===== config.mk =====
export PLATFORM = sky130hd
export DESIGN_NAME = sgm_ctrl
export DESIGN_NICKNAME = d
export VERILOG_FILES = /design/src/rtl/sgm_pkg.sv /design/src/rtl/sgm_ctrl.sv
export SDC_FILE = /design/constraint.sdc
export NUM_CORES = 1
export LEC_CHECK = 0
export BUFFER_PORTS_ARGS = -buffer_cell sky130_fd_sc_hd__buf_2
export CORE_AREA = 2 2 39 41
export CTS_CLUSTER_SIZE = 20
export DETAILED_ROUTE_END_ITERATION = 10
export DIE_AREA = 0 0 41 43
export PLACE_DENSITY = 0.48
export RECOVER_POWER = 25
export SYNTH_ARGS = -nofsm -noshare
export SYNTH_HDL_FRONTEND = slang
export SYNTH_SLANG_ARGS = --single-unit
export TNS_END_PERCENT = 5

===== constraint.sdc =====
create_clock -name clk -period 2.6 [get_ports clk]
set_input_delay 0.26 -clock clk [delete_from_list [all_inputs] [get_ports clk]]
set_output_delay 0.26 -clock clk [all_outputs]
set_load 0.02 [all_outputs]

===== src/rtl/sgm_pkg.sv =====
// ----------------------------------------------------------------------------
// sgm_pkg: shared types and constants for the Sobel gradient magnitude block
// Sizes, kernel coefficients, register codes, controller states and the
// command and status groups between controller and datapath.
// ----------------------------------------------------------------------------
package sgm_pkg;

	localparam int MAX_WIDTH  = 1024;
	localparam int MAX_HEIGHT = 1024;

	localparam int PIX_W  = 8;
	localparam int DIM_W  = 11;
	localparam int COL_W  = $clog2(MAX_WIDTH);
	localparam int ROW_W  = $clog2(MAX_HEIGHT + 4);
	localparam int CMP_W  = DIM_W + 2;
	localparam int GRAD_W = 11;
	localparam int SQ_W   = 20;
	localparam int RAD_W  = SQ_W + 1;
	localparam int MAG_W  = 11;
	localparam int MAG_MAX = 1442;
	localparam int ROOT_TOP = 2 * ((RAD_W - 1) / 2);

	localparam int WIDTH_RESET  = 1024;
	localparam int HEIGHT_RESET = 1024;

	localparam int CFG_IDX_W = 1;

	typedef enum logic [CFG_IDX_W-1:0] {
		CFG_IMAGE_WIDTH  = 1'b0,
		CFG_IMAGE_HEIGHT = 1'b1
	} cfg_index_t;

	typedef logic signed [2:0] kern_t [3][3];

	// [row: top, middle, bottom][column: left, center, right]
	localparam kern_t KERN_X = '{
		'{-3'sd1, 3'sd0, 3'sd1},
		'{-3'sd2, 3'sd0, 3'sd2},
		'{-3'sd1, 3'sd0, 3'sd1}
	};
	localparam kern_t KERN_Y = '{
		'{-3'sd1, -3'sd2, -3'sd1},
		'{ 3'sd0,  3'sd0,  3'sd0},
		'{ 3'sd1,  3'sd2,  3'sd1}
	};

	typedef enum logic [2:0] {
		S_IDLE,
		S_LOAD,
		S_CONV,
		S_SQUARE,
		S_ROOT_INIT,
		S_ROOT
	} ctrl_state_t;

	typedef struct packed {
		logic accept;
		logic load;
		logic conv;
		logic square;
		logic root_init;
		logic root_step;
		logic publish;
	} sgm_cmd_t;

	typedef struct packed {
		logic emit;
		logic root_busy;
		logic out_free;
	} sgm_status_t;

endpackage


===== src/rtl/sgm_ctrl.sv =====
// ----------------------------------------------------------------------------
// sgm_ctrl: controller for the Sobel gradient magnitude block
// Steps one pixel word through line-store access, convolution, squaring and
// the iterative square root, and hands the result to the output register.
// ----------------------------------------------------------------------------
module sgm_ctrl (
	input  logic                 clk,
	input  logic                 arst_n,
	input  logic                 in_valid,
	output logic                 in_ready,
	input  sgm_pkg::sgm_status_t status,
	output sgm_pkg::sgm_cmd_t    cmd
);
	import sgm_pkg::*;

	ctrl_state_t state_q;
	ctrl_state_t state_d;

	always_ff @(posedge clk or negedge arst_n) begin
		if (!arst_n) begin
			state_q <= S_IDLE;
		end else begin
			state_q <= state_d;
		end
	end

	always_comb begin
		state_d = state_q;
		unique case (state_q)
			S_IDLE: begin
				if (in_valid) state_d = S_LOAD;
			end
			S_LOAD:      state_d = S_CONV;
			S_CONV: begin
				state_d = status.emit ? S_SQUARE : S_IDLE;
			end
			S_SQUARE:    state_d = S_ROOT_INIT;
			S_ROOT_INIT: state_d = S_ROOT;
			S_ROOT: begin
				if (!status.root_busy && status.out_free) state_d = S_IDLE;
			end
			default:     state_d = S_IDLE;
		endcase
	end

	always_comb begin
		cmd      = '0;
		in_ready = 1'b0;
		unique case (state_q)
			S_IDLE: begin
				in_ready   = 1'b1;
				cmd.accept = in_valid;
			end
			S_LOAD:      cmd.load = 1'b1;
			S_CONV:      cmd.conv = 1'b1;
			S_SQUARE:    cmd.square = 1'b1;
			S_ROOT_INIT: cmd.root_init = 1'b1;
			S_ROOT: begin
				cmd.root_step = status.root_busy;
				cmd.publish   = !status.root_busy && status.out_free;
			end
			default: begin
				cmd = '0;
			end
		endcase
	end
endmodule


==> flow_results.org <==
** Pwr
- Pwr Total :: 359 uW
- The worst-case IR drop observed on VDD is between 0.0002 and 0.00025 V.
- In this run the static leakage power is 0.178 nW.
- Pwr per Cell Area :: ~1100 nW/um^2

** Cells and area
- # nets final :: 47
- From synthesis to final layout, the design area changed by 52.4%.
- Regs by FF count :: state_q (3)
- Layout cells sized above 1 :: around 43%
- Summing all non-filler instances in the final layout gives an area of 317 sq um.
- Most flop-heavy register :: state_q
- Total inserted antenna cells :: 0
- The register with the most flip-flops in the layout has 3 of them.

** Drt
- 1st-pass router iterations :: 4
- For this run, design rule violations remaining after detail routing come to 0.
- Routed via count :: 213
- In the final routed layout, each cell accounts on average for a little under 9 um.
- Post-DRT Antenna Nets :: 0
- Via/cell ratio :: around 3.8
- After the first detailed-routing iteration, the DRC count stood at 1.
- For this block, the routed nets add up to between 400 and 500 um of wire.

** Clock network
- The tree is rooted in a sky130_fd_sc_hd__clkbuf_4.
- CTS tree :: yes
- Buffers added to address setup during post-CTS repair amount to 0.
- Clock buffers created by TritonCTS :: 3
- After clock tree synthesis, the clock-pin slew on the worst setup and hold paths is 0.04 ns.
- Clock latency on the worst-skew pair, taken at its later pin, is around 0.23 ns.
- Counting every sink on the clock net gives 3.
- CTS HTree Levels :: 1
- The clock passes through at most 2 buffers.

** Synthesis
- Average footprint of a synthesized cell :: approximately 9 sq um
- Register bit total from synthesis :: 3
- Synthesized netlist cell count :: 23
- Share of Yosys cell area claimed by the top area cell type :: a little over a third
- Sequential elements use between 30 and 40% of the synthesized area.
- Net count of the mapped netlist :: 29
- The biggest area contributor in the post-synthesis netlist is sky130_fd_sc_hd__dfrtp_1.
- Number of distinct library cells after synthesis :: 19
- Ranked by total cell area, the synthesized netlist is headed by sky130_fd_sc_hd__dfrtp_1, sky130_fd_sc_hd__nor3b_2, sky130_fd_sc_hd__buf_6.
- The Yosys step of the flow raised 0 warnings.
- Netlist area before placement :: 208 sq um

** Run
- Max Cap Viol :: 0

** Outcome
- The run finished with clean final reports.

** Global routing
- Initial antenna violation count :: 0
- Global routing finished with a remaining overflow of 0.
- The first global-routing pass estimated about 760 um of wire.
- Largest net degree at the start of global routing :: 10
- Number of global-route vias before repair :: 202
- Global routing used under 10% of the available tracks.

** Critical path
- By startpoint and endpoint, the worst setup path is classified as flip-flop to output port.
- The slowest stage of the critical path belongs to the cell sky130_fd_sc_hd__dfrtp_1.
- Crit Path Max Fanout :: 6
- WP data required :: 2.34 ns
- Worst-path cell chain :: and2b_1 -> nand2_1 -> nor3_2 -> buf_2
- In this design, the largest share of critical-path delay is due to simple AND/OR/NAND/NOR gates.
- Element type at the critical path start :: flip-flop
- Sort of element at the end of the critical path :: output port
- For the worst setup path, the data arrival time is 1.29 ns.
- Counting both buffers and inverters, the worst setup path holds a total of 1.
- On the worst path, the slowest cell contributes a delay of between 0.4 and 0.5 ns.

** STA
- Clock skew on the completed layout was measured at between 0.001 and 0.0015 ns.
- Maximum clock frequency :: between 0.6 and 0.7 GHz
- Number of failing hold endpoints at the final stage :: 0
- Headroom to the max-slew limit came out at about 80%.
- Fin crit period :: approximately 1.6 ns
- For the pin with the worst max-slew slack, the measured transition is 0.265 ns.
- The final max-slew violation count came to 0.
- Total negative slack :: 0 ns
- Hold slack final :: around 0.26 ns
- Setup repair after global routing missed its margin :: false
- Setup violation total in the final timing report :: 0
- The worst path uses 59.7% of the clock period.

** Floorplanning
- The die covers roughly 1800 sq um.
- The die is between 40 and 50 um tall.
- The die is between 40 and 50 um wide.
- In this run the standard cell core region covers 1380 sq um.
- For this design the top-level I/O count stands at 14.
- Row count :: 14
- Initial cell density of the core :: between 15 and 20%

** Placement
- Detailed placement ended at an HPWL of 366 um.
- Number of input and output port buffers inserted :: 13
- Final weighted congestion in routability-driven placement :: slightly above 0.7
- Summing all placed instances gives a cell area of between 200 and 300 sq um.

** Min path
- Path class of the lowest-slack min-delay path :: input port to flip-flop
-- where the power goes --
part	leakage, nW	switching, mW	total, mW	internal (mW)
registers	0.0380	0.0360	0.103	0.0672
logic	0.125	0.0998	0.173	0.0737
clock network	0.0150	0.0249	0.0825	0.0576
-- cell usage after synthesis (all sizes together) --
cell type,count
nand3,1
nor2b,1
a21o,1
and3b,1
buf,1
nand2,2
nor2,1
and2,1
nand3b,1
and2b,1
inv,1
o21ai,2
nor3,2
and3,1
dfrtp,3
nor3b,2
nand2b,1
-- path summary, 6_finish.rpt --
path / start / end / slack, ns / depth (start not counted)
min in group asynchronous: arst_n / state_q[0] / 0.36 / 2
worst max register to register: state_q[1] / state_q[0] / 1.61 / 3
worst min register to register: state_q[2] / state_q[0] / 0.65 / 2
worst min-delay path: status[2] / state_q[1] / 0.26 / 3
worst max-delay path: state_q[1] / cmd[0] / 1.05 / 4
max in group asynchronous: arst_n / state_q[2] / 2.09 / 2
-- layout by cell type, fill, tap and decap left out, drive strengths merged --
cell type	netlist	final
nand3b	1	1
nand3	1	1
buf	1	12
dfrtp	3	3
and3b	1	1
nand2b	1	1
nor2b	1	1
a21o	1	1
nor3b	2	2
nand2	2	2
and3	1	1
dlygate4sd3	0	1
and2b	1	1
and2	1	1
inv	1	1
nor3	2	2
nor2	1	1
o21ai	2	2
clkbuf	0	5
-- stage by stage --
step | utilization [%] | setup WS [ns] | std cells
after floorplan | - | 1.00 | 23
after global placement | 20.3 | 1.33 | 51
after detailed placement | 20.3 | 1.32 | 51
after CTS | 23.0 | 1.06 | 56
after global routing | 22.9 | 0.952 | 56
final | 22.9 | 1.05 | 56
-- cells by family after synthesis --
logic type | share of synthesized area [%]
flops | 36.1
buf+inv | 7.23
simple gates | 48.2
compound gates | 8.44
-- final cells by class --
class | instances | area [sq um]
timing repair buffer | 14 | 73.8
sequential | 3 | 75.1
inverter | 1 | 3.75
clock buffer | 4 | 26.3
multi-input combinational | 18 | 118
tap | 16 | 20.0
fill | 158 | 1070
-- worst register-to-register path: stages (launching register included) --
cell                      delay (ns)
sky130_fd_sc_hd__dfrtp_1        0.42
sky130_fd_sc_hd__and2b_1        0.24
sky130_fd_sc_hd__o21ai_0        0.10
sky130_fd_sc_hd__nand3_1        0.10
-- what timing repair did --
action	CTS	global route
hold endpoints to repair	3	0
gates resized for setup	0	0
hold buffers	1	0
-- layer usage --
layer | GRT usage [%] | part of all wire, %
met5 | 0 | 0
met4 | 8.00 | 3.0
met3 | 3.14 | 6.2
met2 | 7.50 | 41
met1 | 8.74 | 50
Note: power is estimated with default switching activity, not from simulation.
